--- src/sv/kmcu_pkg.sv ---
// Package for the k-means centroid update block: sizes, payload structs,
// register indexes and the sequencer state type. No dependencies.
package kmcu_pkg;

	localparam int MAX_CLUSTERS = 8;
	localparam int MAX_DIMS     = 8;
	localparam int CL_W         = 3;
	localparam int DIM_W        = 3;
	localparam int ADDR_W       = CL_W + DIM_W;
	localparam int DEPTH        = MAX_CLUSTERS * MAX_DIMS;
	localparam int SUM_W        = 32;
	localparam int CNT_W        = 17;
	localparam int VAL_W        = 16;
	localparam int CFG_W        = 4;
	localparam int CFG_IDX_W    = 4;
	localparam int BIT_W        = 5;

	localparam logic [CFG_IDX_W-1:0] REG_NUM_CLUSTERS = CFG_IDX_W'(0);
	localparam logic [CFG_IDX_W-1:0] REG_NUM_DIMS     = CFG_IDX_W'(1);

	localparam logic ACT_ACCUM = 1'b0;
	localparam logic ACT_INIT  = 1'b1;

	typedef struct packed {
		logic             action;
		logic [CL_W-1:0]  cluster;
		logic [VAL_W-1:0] value;
		logic             last_of_pass;
	} req_t;

	typedef struct packed {
		logic [VAL_W-1:0] centroid_value;
		logic [CL_W-1:0]  centroid_index;
		logic [DIM_W-1:0] dim_index;
		logic             changed;
		logic             last;
	} rsp_t;

	typedef enum logic [2:0] {
		ST_IDLE,
		ST_ACC_WR,
		ST_UPD_RD,
		ST_UPD_LD,
		ST_UPD_DIV,
		ST_UPD_WR,
		ST_EMIT_RD,
		ST_EMIT_LD
	} state_t;

endpackage

--- src/sv/kmeans_centroid_update_top.sv ---
// K-means centroid update: accumulates coordinate sums and point counts and, at the
// end of a pass, divides them into new centroids and streams them out.
// Depends on kmcu_pkg.
//
// Usage: send one coordinate per request, point by point, tagged with the point's
// cluster; set last_of_pass on the final coordinate. A request with action set
// loads centroid c with (c,0,...,0) and clears the accumulators, emitting nothing.
// Flow: a coordinate for an out-of-use cluster is taken without a memory access;
// else it is read, then saturating-added and written back to the sum memory, and
// no request is taken before that write-back. The closing coordinate then starts
// the update pass on one shared radix-2 restoring divider: each in-use centroid
// coordinate is read, loaded, divided in 32 steps and written back; a cluster with
// no points skips the divide steps. Results are read and loaded in turn into the
// output register, cluster-major with the dimension fastest, waiting while it is
// full. No request is taken from the closing coordinate until the last is loaded.
// Sums and centroids sit in 64-entry memories with per-entry valid flags, so
// reset, init and the end-of-pass clear take effect at once: no clearing pass.
module kmeans_centroid_update_top (
	input  logic                            clk,
	input  logic                            arst_n,
	input  logic                            req_valid,
	output logic                            req_ready,
	input  kmcu_pkg::req_t                  req_data,
	output logic                            rsp_valid,
	input  logic                            rsp_ready,
	output kmcu_pkg::rsp_t                  rsp_data,
	input  logic                            cfg_we,
	input  logic [kmcu_pkg::CFG_IDX_W-1:0]  cfg_index,
	input  logic [kmcu_pkg::CFG_W-1:0]      cfg_data
);

	kmcu_pkg::state_t state_q, nxt_state;

	// configuration
	logic [kmcu_pkg::CFG_W-1:0] num_clusters_q, num_dims_q;
	logic [kmcu_pkg::CFG_W-1:0] nc_clamp, nd_clamp;
	logic [kmcu_pkg::CL_W-1:0]  nc_last;
	logic [kmcu_pkg::DIM_W-1:0] nd_last;

	// accumulation state
	logic [kmcu_pkg::DIM_W-1:0] dim_q;
	logic [kmcu_pkg::CNT_W-1:0] cnt_q [kmcu_pkg::MAX_CLUSTERS];
	logic [kmcu_pkg::DEPTH-1:0] sum_vld_q;
	logic [kmcu_pkg::DEPTH-1:0] cent_vld_q;
	logic                       init_q;

	// memories and read ports
	logic [kmcu_pkg::SUM_W-1:0] sum_mem  [kmcu_pkg::DEPTH];
	logic [kmcu_pkg::VAL_W-1:0] cent_mem [kmcu_pkg::DEPTH];
	logic [kmcu_pkg::SUM_W-1:0] sum_rd_q;
	logic [kmcu_pkg::VAL_W-1:0] cent_rd_q;
	logic [kmcu_pkg::VAL_W-1:0] cent_dflt;
	logic [kmcu_pkg::ADDR_W-1:0] rd_addr;
	logic                        rd_en;

	// captured request
	logic [kmcu_pkg::ADDR_W-1:0] acc_addr_q;
	logic [kmcu_pkg::VAL_W-1:0]  acc_val_q;
	logic                        acc_last_q;

	// update and emit sequencing
	logic [kmcu_pkg::CL_W-1:0]  c_q;
	logic [kmcu_pkg::DIM_W-1:0] d_q;
	logic                       changed_q;
	logic [kmcu_pkg::CNT_W-1:0] div_cnt_q;
	logic [kmcu_pkg::VAL_W-1:0] old_q;
	logic [kmcu_pkg::SUM_W-1:0] quo_q;
	logic [kmcu_pkg::CNT_W-1:0] rem_q;
	logic [kmcu_pkg::BIT_W-1:0] bit_q;
	logic                       walk_last;

	// output register
	logic           out_valid_q;
	kmcu_pkg::rsp_t out_q;

	// request decode
	logic                       accept, acc_go, in_use, point_end;
	logic [kmcu_pkg::DIM_W-1:0] d_eff;
	logic [kmcu_pkg::SUM_W:0]   sum_add;
	logic [kmcu_pkg::CNT_W:0]   rem_shift;
	logic [kmcu_pkg::VAL_W-1:0] new_val;
	logic                       out_free;

	// clamp registers to their legal range when used
	always_comb begin
		nc_clamp = num_clusters_q;
		if (num_clusters_q == '0) nc_clamp = kmcu_pkg::CFG_W'(1);
		else if (num_clusters_q > kmcu_pkg::CFG_W'(kmcu_pkg::MAX_CLUSTERS))
			nc_clamp = kmcu_pkg::CFG_W'(kmcu_pkg::MAX_CLUSTERS);
		nd_clamp = num_dims_q;
		if (num_dims_q == '0) nd_clamp = kmcu_pkg::CFG_W'(1);
		else if (num_dims_q > kmcu_pkg::CFG_W'(kmcu_pkg::MAX_DIMS))
			nd_clamp = kmcu_pkg::CFG_W'(kmcu_pkg::MAX_DIMS);
	end
	assign nc_last = kmcu_pkg::CL_W'(nc_clamp - kmcu_pkg::CFG_W'(1));
	assign nd_last = kmcu_pkg::DIM_W'(nd_clamp - kmcu_pkg::CFG_W'(1));

	assign req_ready = (state_q == kmcu_pkg::ST_IDLE);
	assign accept    = req_valid && req_ready;
	assign acc_go    = accept && (req_data.action == kmcu_pkg::ACT_ACCUM);

	// a lowered dimension count folds a running point onto its last coordinate
	assign d_eff     = (dim_q > nd_last) ? nd_last : dim_q;
	assign in_use    = (req_data.cluster <= nc_last);
	assign point_end = (d_eff == nd_last) || req_data.last_of_pass;

	assign sum_add   = {1'b0, sum_rd_q} + {{(kmcu_pkg::SUM_W+1-kmcu_pkg::VAL_W){1'b0}}, acc_val_q};
	assign rem_shift = {rem_q, quo_q[kmcu_pkg::SUM_W-1]};
	assign walk_last = (c_q == nc_last) && (d_q == nd_last);
	assign out_free  = !out_valid_q || rsp_ready;

	// an empty cluster keeps its centroid; quotients saturate at full scale
	always_comb begin
		if (div_cnt_q == '0) new_val = old_q;
		else if (quo_q[kmcu_pkg::SUM_W-1:kmcu_pkg::VAL_W] != '0) new_val = '1;
		else new_val = quo_q[kmcu_pkg::VAL_W-1:0];
	end

	// next state and read port control
	always_comb begin
		nxt_state = state_q;
		rd_en     = 1'b0;
		rd_addr   = {c_q, d_q};
		unique case (state_q)
			kmcu_pkg::ST_IDLE: begin
				rd_addr = {req_data.cluster, d_eff};
				if (acc_go) begin
					if (in_use) begin
						rd_en     = 1'b1;
						nxt_state = kmcu_pkg::ST_ACC_WR;
					end else if (req_data.last_of_pass) begin
						nxt_state = kmcu_pkg::ST_UPD_RD;
					end
				end
			end
			kmcu_pkg::ST_ACC_WR: begin
				nxt_state = acc_last_q ? kmcu_pkg::ST_UPD_RD : kmcu_pkg::ST_IDLE;
			end
			kmcu_pkg::ST_UPD_RD: begin
				rd_en     = 1'b1;
				nxt_state = kmcu_pkg::ST_UPD_LD;
			end
			kmcu_pkg::ST_UPD_LD: begin
				nxt_state = (cnt_q[c_q] == '0) ? kmcu_pkg::ST_UPD_WR : kmcu_pkg::ST_UPD_DIV;
			end
			kmcu_pkg::ST_UPD_DIV: begin
				if (bit_q == '1) nxt_state = kmcu_pkg::ST_UPD_WR;
			end
			kmcu_pkg::ST_UPD_WR: begin
				nxt_state = walk_last ? kmcu_pkg::ST_EMIT_RD : kmcu_pkg::ST_UPD_RD;
			end
			kmcu_pkg::ST_EMIT_RD: begin
				rd_en     = 1'b1;
				nxt_state = kmcu_pkg::ST_EMIT_LD;
			end
			kmcu_pkg::ST_EMIT_LD: begin
				if (out_free)
					nxt_state = walk_last ? kmcu_pkg::ST_IDLE : kmcu_pkg::ST_EMIT_RD;
			end
		endcase
	end

	always_ff @(posedge clk or negedge arst_n) begin
		if (!arst_n) state_q <= kmcu_pkg::ST_IDLE;
		else state_q <= nxt_state;
	end

	// configuration port; indexes beyond the list drop
	always_ff @(posedge clk or negedge arst_n) begin
		if (!arst_n) begin
			num_clusters_q <= kmcu_pkg::CFG_W'(1);
			num_dims_q     <= kmcu_pkg::CFG_W'(1);
		end else if (cfg_we) begin
			if (cfg_index == kmcu_pkg::REG_NUM_CLUSTERS) num_clusters_q <= cfg_data;
			else if (cfg_index == kmcu_pkg::REG_NUM_DIMS) num_dims_q <= cfg_data;
		end
	end

	// accumulator control: dimension counter, point counts, valid flags
	always_ff @(posedge clk or negedge arst_n) begin
		if (!arst_n) begin
			dim_q      <= '0;
			sum_vld_q  <= '0;
			cent_vld_q <= '0;
			init_q     <= 1'b0;
			for (int i = 0; i < kmcu_pkg::MAX_CLUSTERS; i++) cnt_q[i] <= '0;
		end else begin
			if (accept && (req_data.action == kmcu_pkg::ACT_INIT)) begin
				// centroids fall back to (c,0,...,0) until rewritten
				dim_q      <= '0;
				sum_vld_q  <= '0;
				cent_vld_q <= '0;
				init_q     <= 1'b1;
				for (int i = 0; i < kmcu_pkg::MAX_CLUSTERS; i++) cnt_q[i] <= '0;
			end else if (acc_go) begin
				dim_q <= point_end ? '0 : d_eff + kmcu_pkg::DIM_W'(1);
				if (point_end && in_use && (cnt_q[req_data.cluster] != '1))
					cnt_q[req_data.cluster] <= cnt_q[req_data.cluster] + kmcu_pkg::CNT_W'(1);
			end
			if (state_q == kmcu_pkg::ST_ACC_WR) sum_vld_q[acc_addr_q] <= 1'b1;
			if (state_q == kmcu_pkg::ST_UPD_WR) begin
				cent_vld_q[{c_q, d_q}] <= 1'b1;
				if (walk_last) begin
					// pass done: clear sums and counts for the next pass
					dim_q     <= '0;
					sum_vld_q <= '0;
					for (int i = 0; i < kmcu_pkg::MAX_CLUSTERS; i++) cnt_q[i] <= '0;
				end
			end
		end
	end

	// default value of a centroid entry that was never written
	always_comb begin
		cent_dflt = '0;
		if (init_q && (rd_addr[kmcu_pkg::DIM_W-1:0] == '0))
			cent_dflt = kmcu_pkg::VAL_W'(rd_addr[kmcu_pkg::ADDR_W-1:kmcu_pkg::DIM_W]);
	end

	// sum memory: one write, one registered read
	always_ff @(posedge clk) begin
		if (state_q == kmcu_pkg::ST_ACC_WR)
			sum_mem[acc_addr_q] <= sum_add[kmcu_pkg::SUM_W] ? '1 : sum_add[kmcu_pkg::SUM_W-1:0];
		if (rd_en) sum_rd_q <= sum_vld_q[rd_addr] ? sum_mem[rd_addr] : '0;
	end

	// centroid memory: one write, one registered read
	always_ff @(posedge clk) begin
		if (state_q == kmcu_pkg::ST_UPD_WR) cent_mem[{c_q, d_q}] <= new_val;
		if (rd_en) cent_rd_q <= cent_vld_q[rd_addr] ? cent_mem[rd_addr] : cent_dflt;
	end

	// capture the accepted coordinate
	always_ff @(posedge clk) begin
		if (acc_go) begin
			acc_addr_q <= {req_data.cluster, d_eff};
			acc_val_q  <= req_data.value;
			acc_last_q <= req_data.last_of_pass;
		end
	end

	// walk counters over in-use clusters and dimensions
	always_ff @(posedge clk or negedge arst_n) begin
		if (!arst_n) begin
			c_q <= '0;
			d_q <= '0;
		end else if ((nxt_state == kmcu_pkg::ST_UPD_RD) &&
		             (state_q == kmcu_pkg::ST_IDLE || state_q == kmcu_pkg::ST_ACC_WR)) begin
			c_q <= '0;
			d_q <= '0;
		end else if ((state_q == kmcu_pkg::ST_UPD_WR) ||
		             (state_q == kmcu_pkg::ST_EMIT_LD && out_free)) begin
			if (walk_last) begin
				c_q <= '0;
				d_q <= '0;
			end else if (d_q == nd_last) begin
				c_q <= c_q + kmcu_pkg::CL_W'(1);
				d_q <= '0;
			end else begin
				d_q <= d_q + kmcu_pkg::DIM_W'(1);
			end
		end
	end

	// shared divider: sum / count, one quotient bit a cycle
	always_ff @(posedge clk) begin
		if ((nxt_state == kmcu_pkg::ST_UPD_RD) &&
		    (state_q == kmcu_pkg::ST_IDLE || state_q == kmcu_pkg::ST_ACC_WR))
			changed_q <= 1'b0;
		unique case (state_q)
			kmcu_pkg::ST_UPD_LD: begin
				div_cnt_q <= cnt_q[c_q];
				old_q     <= cent_rd_q;
				quo_q     <= sum_rd_q;
				rem_q     <= '0;
				bit_q     <= '0;
			end
			kmcu_pkg::ST_UPD_DIV: begin
				bit_q <= bit_q + kmcu_pkg::BIT_W'(1);
				if (rem_shift >= {1'b0, div_cnt_q}) begin
					rem_q <= kmcu_pkg::CNT_W'(rem_shift - {1'b0, div_cnt_q});
					quo_q <= {quo_q[kmcu_pkg::SUM_W-2:0], 1'b1};
				end else begin
					rem_q <= rem_shift[kmcu_pkg::CNT_W-1:0];
					quo_q <= {quo_q[kmcu_pkg::SUM_W-2:0], 1'b0};
				end
			end
			kmcu_pkg::ST_UPD_WR: begin
				if (new_val != old_q) changed_q <= 1'b1;
			end
			default: begin
			end
		endcase
	end

	// output register: hold until taken, load the next centroid coordinate
	always_ff @(posedge clk or negedge arst_n) begin
		if (!arst_n) out_valid_q <= 1'b0;
		else if (state_q == kmcu_pkg::ST_EMIT_LD && out_free) out_valid_q <= 1'b1;
		else if (rsp_ready) out_valid_q <= 1'b0;
	end

	always_ff @(posedge clk) begin
		if (state_q == kmcu_pkg::ST_EMIT_LD && out_free) begin
			out_q.centroid_value <= cent_rd_q;
			out_q.centroid_index <= c_q;
			out_q.dim_index      <= d_q;
			out_q.changed        <= changed_q;
			out_q.last           <= walk_last;
		end
	end

	assign rsp_valid = out_valid_q;
	assign rsp_data  = out_q;

endmodule
--- config.mk ---
export PLATFORM = sky130hd
export DESIGN_NAME = kmeans_centroid_update_top
export DESIGN_NICKNAME = d
export VERILOG_FILES = /design/src/sv/kmcu_pkg.sv /design/src/sv/kmeans_centroid_update_top.sv
export SDC_FILE = /design/constraint.sdc
export NUM_CORES = 2
export LEC_CHECK = 0
export ABC_CLOCK_PERIOD_IN_PS = 15800
export BUFFER_PORTS_ARGS = -buffer_cell sky130_fd_sc_hd__buf_2
export CAP_MARGIN = 20
export CORE_ASPECT_RATIO = 1.1
export CORE_MARGIN = 5
export CORE_UTILIZATION = 56
export DETAILED_ROUTE_END_ITERATION = 8
export PLACE_DENSITY = 0.72
export SLEW_MARGIN = 20
export SYNTH_ARGS = -nofsm -noshare
export SYNTH_HDL_FRONTEND = slang
export SYNTH_SLANG_ARGS = --single-unit
--- constraint.sdc ---
create_clock -name clk -period 15.8 [get_ports clk]
set_input_delay 3.16 -clock clk [delete_from_list [all_inputs] [get_ports clk]]
set_output_delay 3.16 -clock clk [all_outputs]
set_load 0.05 [all_outputs]
* After elaboration in Yosys (flattened, before gate mapping) *
Memories as Yosys holds them, arrays and structs flattened. A register that Yosys moved wholly into a read port is not among the register bits.
Cells that the tools add are included.

storage, ports and cells
  output and inout bits = 26
  register bits after elaboration = 437
  bits in writable memories = 3,072
  logic and storage cells = 191
  memories kept = 2

memory list
  name      depth  width  rd ports  clocked after memory_dff  wr ports  RTL line                          source
  sum_mem   64     32     1         1                         1         kmeans_centroid_update_top.sv:48  logic [kmcu_pkg::SUM_W-1:0] sum_mem [kmcu_pkg::DEPTH];
  cent_mem  64     16     1         0                         1         kmeans_centroid_update_top.sv:49  logic [kmcu_pkg::VAL_W-1:0] cent_mem [kmcu_pkg::DEPTH];

operators by class
  add/subtract/negate cells = 9
  magnitude comparators = 13
  reduce and logical (&&, ||, !) cells = 34
  bitwise operators = 6
  equal/unequal tests = 15
  mux-type cells = 79

operators with widths
  cell                                                        count
  two-way mux 136 bit                                         5
  two-way mux 64 bit                                          6
  bitwise mux 136 bit                                         1
  bitwise OR 64 bit                                           2
  binary-select mux 17 bit (select 3 bit)                     2
  two-way mux 17 bit                                          6
  two-way mux 3 bit                                           26
  case mux 32 bit (2 select lines)                            1
  demux 17 bit (select 3 bit)                                 1
  two-way mux 16 bit                                          3
  zero test 17 bit                                            2
  case mux 17 bit (2 select lines)                            1
  adder 32 x 16 -> 33 bit                                     1
  two-way mux 32 bit                                          1
  case mux 3 bit (8 select lines)                             1
  less-than comparator 6 x 7 -> 1 bit, second input constant  3
  >= comparator 18 x 17 -> 1 bit                              1
  adder 17 x 1 -> 17 bit, second input constant               1
  two-way mux 1 bit                                           17
  != test 17 bit, second input constant                       1
  subtractor 17 bit                                           1
  != test 16 bit                                              1
  nonzero test 16 bit                                         1
  binary-select mux 1 bit (select 6 bit)                      2
  32 further kinds                                            69

* Longest topological paths before layout *
  word-level depth = 15
  gate-level depth with buffers = 19
  gate-level depth less buffers = 14

* Worst setup path before layout *
OpenSTA, ideal clock, no wires.

  path type = input -> register
  from = in req_valid
  to = reg cent_rd_q[0] (netlist name) (enable)
  arrival = 6.364 ns
  stages = 4
  data required time = 15.280 ns
  path buffers = 0
  setup slack = 8.916 ns
  cell sequence = nand2_1 > nor2_1 > nand2_1 > o21ai_0

between the ends
  longest elaborated chain between the ends = 4

RTL lines
  element                          RTL line                           source
  start, declared                  kmeans_centroid_update_top.sv:21   input logic req_valid,
  logical AND 1 bit                kmeans_centroid_update_top.sv:99   assign accept = req_valid && req_ready;
  logical AND 1 bit                kmeans_centroid_update_top.sv:100  assign acc_go = accept && (req_data.action == kmcu_pkg::ACT_ACCUM);
  net acc_go                       kmeans_centroid_update_top.sv:77   logic accept, acc_go, in_use, point_end;
  two-way mux 1 bit                kmeans_centroid_update_top.sv:127  if (acc_go) begin
  case mux 1 bit (2 select lines)  kmeans_centroid_update_top.sv:124  unique case (state_q)
  net rd_en                        kmeans_centroid_update_top.sv:54   logic rd_en;
  end signal, assigned             kmeans_centroid_update_top.sv:230  if (rd_en) cent_rd_q <= cent_vld_q[rd_addr] ? cent_mem[rd_addr] : cent_dflt;
  end, declared                    kmeans_centroid_update_top.sv:51   logic [kmcu_pkg::VAL_W-1:0] cent_rd_q;

The timed path passes the listed nets, and every way through them passes these cells.
A chain may end at the register's enable or synchronous reset.

* Final worst setup path *
  from = in req_data[19] (netlist name)
  to = reg cnt_q[36] (netlist name)

between the ends
  longest elaborated chain between the ends = 11

RTL lines
  element                                                                               RTL line                                                              source
  start, declared                                                                       kmeans_centroid_update_top.sv:23                                      input kmcu_pkg::req_t req_data,
  inverter 3 -> 4 bit (not written as such)                                             kmeans_centroid_update_top.sv:197, kmeans_centroid_update_top.sv:198
  binary-select mux 17 bit (select 3 bit), or another cell as far along                 kmeans_centroid_update_top.sv:197, kmeans_centroid_update_top.sv:198
  two-way mux 17 bit (not written as such) / logical AND 1 bit (equally long branches)  kmeans_centroid_update_top.sv:197, kmeans_centroid_update_top.sv:198
  two-way mux 17 bit, on equally long branches                                          kmeans_centroid_update_top.sv:197, kmeans_centroid_update_top.sv:198
  adder 17 x 1 -> 17 bit, or another cell as far along                                  kmeans_centroid_update_top.sv:198                                     cnt_q[req_data.cluster] <= cnt_q[req_data.cluster] + kmcu_pkg::CNT_W'(1);
  bitwise mux 136 bit / logical AND 1 bit (equally long branches)                       kmeans_centroid_update_top.sv:198, kmeans_centroid_update_top.sv:197
  two-way mux 136 bit *                                                                 kmeans_centroid_update_top.sv:197                                     if (point_end && in_use && (cnt_q[req_data.cluster] != '1))
  two-way mux 136 bit *                                                                 kmeans_centroid_update_top.sv:195                                     end else if (acc_go) begin
  two-way mux 136 bit *                                                                 kmeans_centroid_update_top.sv:188                                     if (accept && (req_data.action == kmcu_pkg::ACT_INIT)) begin
  two-way mux 136 bit                                                                   kmeans_centroid_update_top.sv:203                                     if (walk_last) begin
  two-way mux 136 bit *                                                                 kmeans_centroid_update_top.sv:201                                     if (state_q == kmcu_pkg::ST_UPD_WR) begin
  end signal, assigned by index                                                         kmeans_centroid_update_top.sv:198
  end, declared                                                                         kmeans_centroid_update_top.sv:42                                      logic [kmcu_pkg::CNT_W-1:0] cnt_q [kmcu_pkg::MAX_CLUSTERS];

Mark *: on every way between the ends. The rest lies on a longest branch, timed or not. The select of a mux whose other input is x is not followed.

==> results.yml <==
outcome:
  outcome: "finished clean"
final_layout:
  fin_cells: 14900
  layout-drive-gt1-share_pct: 10.0
  nets: 11200
  syn_to_final_growth_pct: 10.7
  fillers: 18900
  multiInputGateArea_um2: 37800
  ff_latch_area_um2: 105000
floorplan:
  start_util_pct: 56.2
  die_w_um: 496
  die_h_um: 545
  fp-row-count: 196
  coreArea_um2: 259000
  die_area_um2: 270000
  ioPinCount: 60
timing:
  setup_ws_ns: 8.21
  maxSlewViolCount: 0
  hold_viol: 0
  slew_headroom_pct: 12.2
  rsz0062_at_grt: "false"
  tightest_slew_ns: 1.32
  period_share_pct: 48.1
  clock_skew_ns: 0.0846
  fmax_mhz: 132
  setup_viol: 0
  min_period_ns: 7.59
  tns_ns: 0
power_and_ir_drop:
  power.leakage_uw: 0.0564
  p_total_uw: 32400
  vdd_drop_max_uv: 206
  powerDensity_nw_per_um2: 201
detailed_routing:
  ant_nets: 0
  drtPass1Iterations: 7
  drt_iter0_markers: 16000
  wl_um: 454000
  wl_met1_um: 156000
  avgViaCountPerCell: 6.71
  routedWlPerCell_um: 30.4
  drc: 0
  dr.max_layer_used: "met5"
  route.met2.wl_um: 203000
  wl_met3_um: 61400
  vias: 100000
placement:
  io_buffers: 59
  gp_congestion: 0.931
  place_ws_ns: 7.48
  place_inst: 14300
  dp_hpwl_um: 255000
setup_path:
  crit_required_ns: 16.57
  worst-path-max-fanout: 68
  r2r_start: "num_dims_q[1]$_DFFE_PN0P_"
  start_kind: "primary input"
  cp-end-kind: "flop"
  critPathArrivalTime_ns: 8.36
  reg2reg_slack_ns: 8.29
  critical_path_class: "in2reg"
  rr_worst_depth: 17
  r2r-end: "sum_rd_q[2]$_SDFFCE_PN0P_"
cts:
  cts_hold_buf: 0
  cts.path.max_buffers: 4
  clk_transition_reported_paths_ns: 0.06
  ctsResizeCount: 0
  cts_setup_buffers: 0
  htreeDepth: 5
  cts-root-buf: "clkbuf_16"
  cts_buffers: 351
  clk_latency_ns: 0.92
  numClockSinks: 3541
  cts_tree: "done"
global_route:
  grt_pass1_wl_um: 652000
  grt_pass1_vias: 95500
  grt_antenna_before_repair: 37
  grt_max_degree: 220
  grt.overflow.total: 0
  grt.total_usage_pct: 33.0
yosys:
  seq_area_frac_synth_pct: 72.1
  synth_top_flop_cell: "edfxtp_1"
  netlist_area_um2: 146000
  synth_nets: 11300
  synth_edf_count: 3254
  netlist_instances: 11200
  synthArstFlopShare_pct: 8.08
  syn_avg_cell_area_um2: 13.0
  ys_ff_latch: 3541
  yosys_warnings: 0
  synth_cell_types: 92
hold_path:
  hp-start: "sum_vld_q[28]$_DFF_PN0_"
  min_to: "sum_vld_q[28]$_DFF_PN0_"
  hold_depth: 1
  hold_path_class: "reg2reg"
run:
  cap_viol_max_count: 0
## worst max-delay path, stage by stage
cell and delay [ns]:
buf_2 0.11, buf_4 0.63, mux4_2 0.42, nand2_1 0.08, and2_1 0.34, inv_1 0.14
ha_1 0.27, and4_1 0.19, and2_1 0.19, nor3b_1 0.15, ha_1 0.24, nor3_1 0.78
nand2_1 0.25, nor3_2 0.68, buf_4 0.35, nor2_1 0.06, a211oi_1 0.22
## worst max path at each step
stage / from / endpoint / depth (start not counted)
floorplan: req_valid / cent_rd_q[0]$_DFFE_PP_ / 4
global placement: req_data[18] / cnt_q[42]$_DFF_PN0_ / 17
detailed placement: req_data[18] / cnt_q[36]$_DFF_PN0_ / 17
CTS: req_data[18] / cnt_q[36]$_DFF_PN0_ / 17
global route: req_data[18] / cnt_q[36]$_DFF_PN0_ / 17
finish: req_data[19] / cnt_q[36]$_DFF_PN0_ / 17
## cell usage after synthesis, drive strengths merged, types with 19 or more instances
cell type | n | area (µm²)
mux2i | 83 | 835
or3 | 19 | 124
o22ai | 46 | 294
o21ai | 111 | 559
a21o | 141 | 1060
nand3 | 797 | 3990
a221oi | 66 | 591
a32o | 34 | 340
a22oi | 62 | 465
buf | 499 | 2770
dfrtp | 284 | 7110
a22o | 25 | 219
nor2b | 26 | 163
a2111oi | 26 | 228
nor2 | 411 | 1560
edfxtp | 3254 | 97700
a32oi | 48 | 420
a21oi | 298 | 1500
and3 | 404 | 2530
o211ai | 30 | 225
nor3 | 98 | 521
nand4 | 34 | 213
o2111ai | 21 | 184
xor2 | 24 | 210
xnor2 | 30 | 285
nor4 | 39 | 244
a211oi | 304 | 2320
a31oi | 404 | 2530
ha | 47 | 588
clkbuf | 279 | 1050
mux2 | 33 | 375
inv | 57 | 216
o22a | 19 | 166
mux4 | 53 | 1190
a311oi | 59 | 517
nand2 | 2884 | 10800
## cell type report
| type | instances | area share, % |
|---|---|---|
| repair buffers | 374 | 1.77 |
| multi-input cells | 6839 | 23.4 |
| diodes | 30 | 0.0466 |
| clock inverters | 181 | 0.989 |
| well taps | 3465 | 2.69 |
| clock buffers | 447 | 5.83 |
| inverters | 57 | 0.134 |
| flip-flops and latches | 3541 | 65.1 |
## logic make-up (layout without fill, tap and decap cells)
| logic type | after synthesis | after routing | share of synthesized area [%] |
|---|---|---|---|
| AOI/OAI and AO/OA | 1781 | 1781 | 8.51 |
| xor gates and xnor gates | 54 | 54 | 0.340 |
| adders and majority gates | 49 | 49 | 0.432 |
| buffers and inverters | 835 | 1059 | 2.77 |
| DFF | 3541 | 3541 | 72.1 |
| muxes | 169 | 169 | 1.65 |
| other | 0 | 30 | 0 |
| and+or+nand+nor | 4786 | 4786 | 14.2 |
## flip-flops by register name, indices dropped and copies added (netlist names), 4 cells and up
signal	flops
sum_mem	2048
cent_mem	1024
cnt_q	136
cent_vld_q	64
sum_vld_q	64
quo_q	32
sum_rd_q	32
rsp_data	24
div_cnt_q	17
rem_q	17
acc_val_q	16
cent_rd_q	16
old_q	16
acc_addr_q	6
bit_q	5
num_clusters_q	4
num_dims_q	4
## report_power, final
group	internal [µW]	switching (µW)
registers	12100	502
clock network	4550	3530
logic	2870	8820
total	19500	12800
## cell usage in the layout, fill, tap and decap left out, types with 55 or more instances in the layout
cell type	netlist	final
nand3_1	797	793
nor2_4	0	90
a211oi_1	297	297
clkbuf_16	0	355
a21oi_1	297	289
a221oi_1	64	62
a21o_1	141	140
nor2_1	408	304
nand2_1	2883	2861
inv_1	55	55
dfrtp_1	284	281
clkbuf_1	279	76
edfxtp_1	3254	3254
a311oi_1	59	59
a31oi_1	403	403
nor3_1	92	90
buf_2	381	59
and3_1	404	404
buf_4	73	299
o21ai_0	104	96
a22oi_1	62	62
mux2i_1	82	80
clkinv_1	0	78
## metrics by stage
| stage | hold WS (ns) | utilization (%) | area, µm² |
|---|---|---|---|
| finish | 0.472 | 62.2 | 161000 |
| global route | 0.482 | 62.2 | 161000 |
| CTS | 0.472 | 62.2 | 161000 |
| detailed placement | 0.457 | 57.9 | 150000 |
| global placement | 0.450 | 57.9 | 150000 |
| floorplan | 0.408 | - | 146000 |
## routing by layer
| layer | GRT usage (%) | vias up |
|---|---|---|
| met1 | 43.2 | 49100 |
| met3 | 8.16 | 1689 |
| met2 | 50.2 | 7755 |
| met4 | 19.9 | 2 |
| met5 | 0 | - |
| li1 | - | 41700 |
Note: power is estimated with default switching activity, not from simulation.
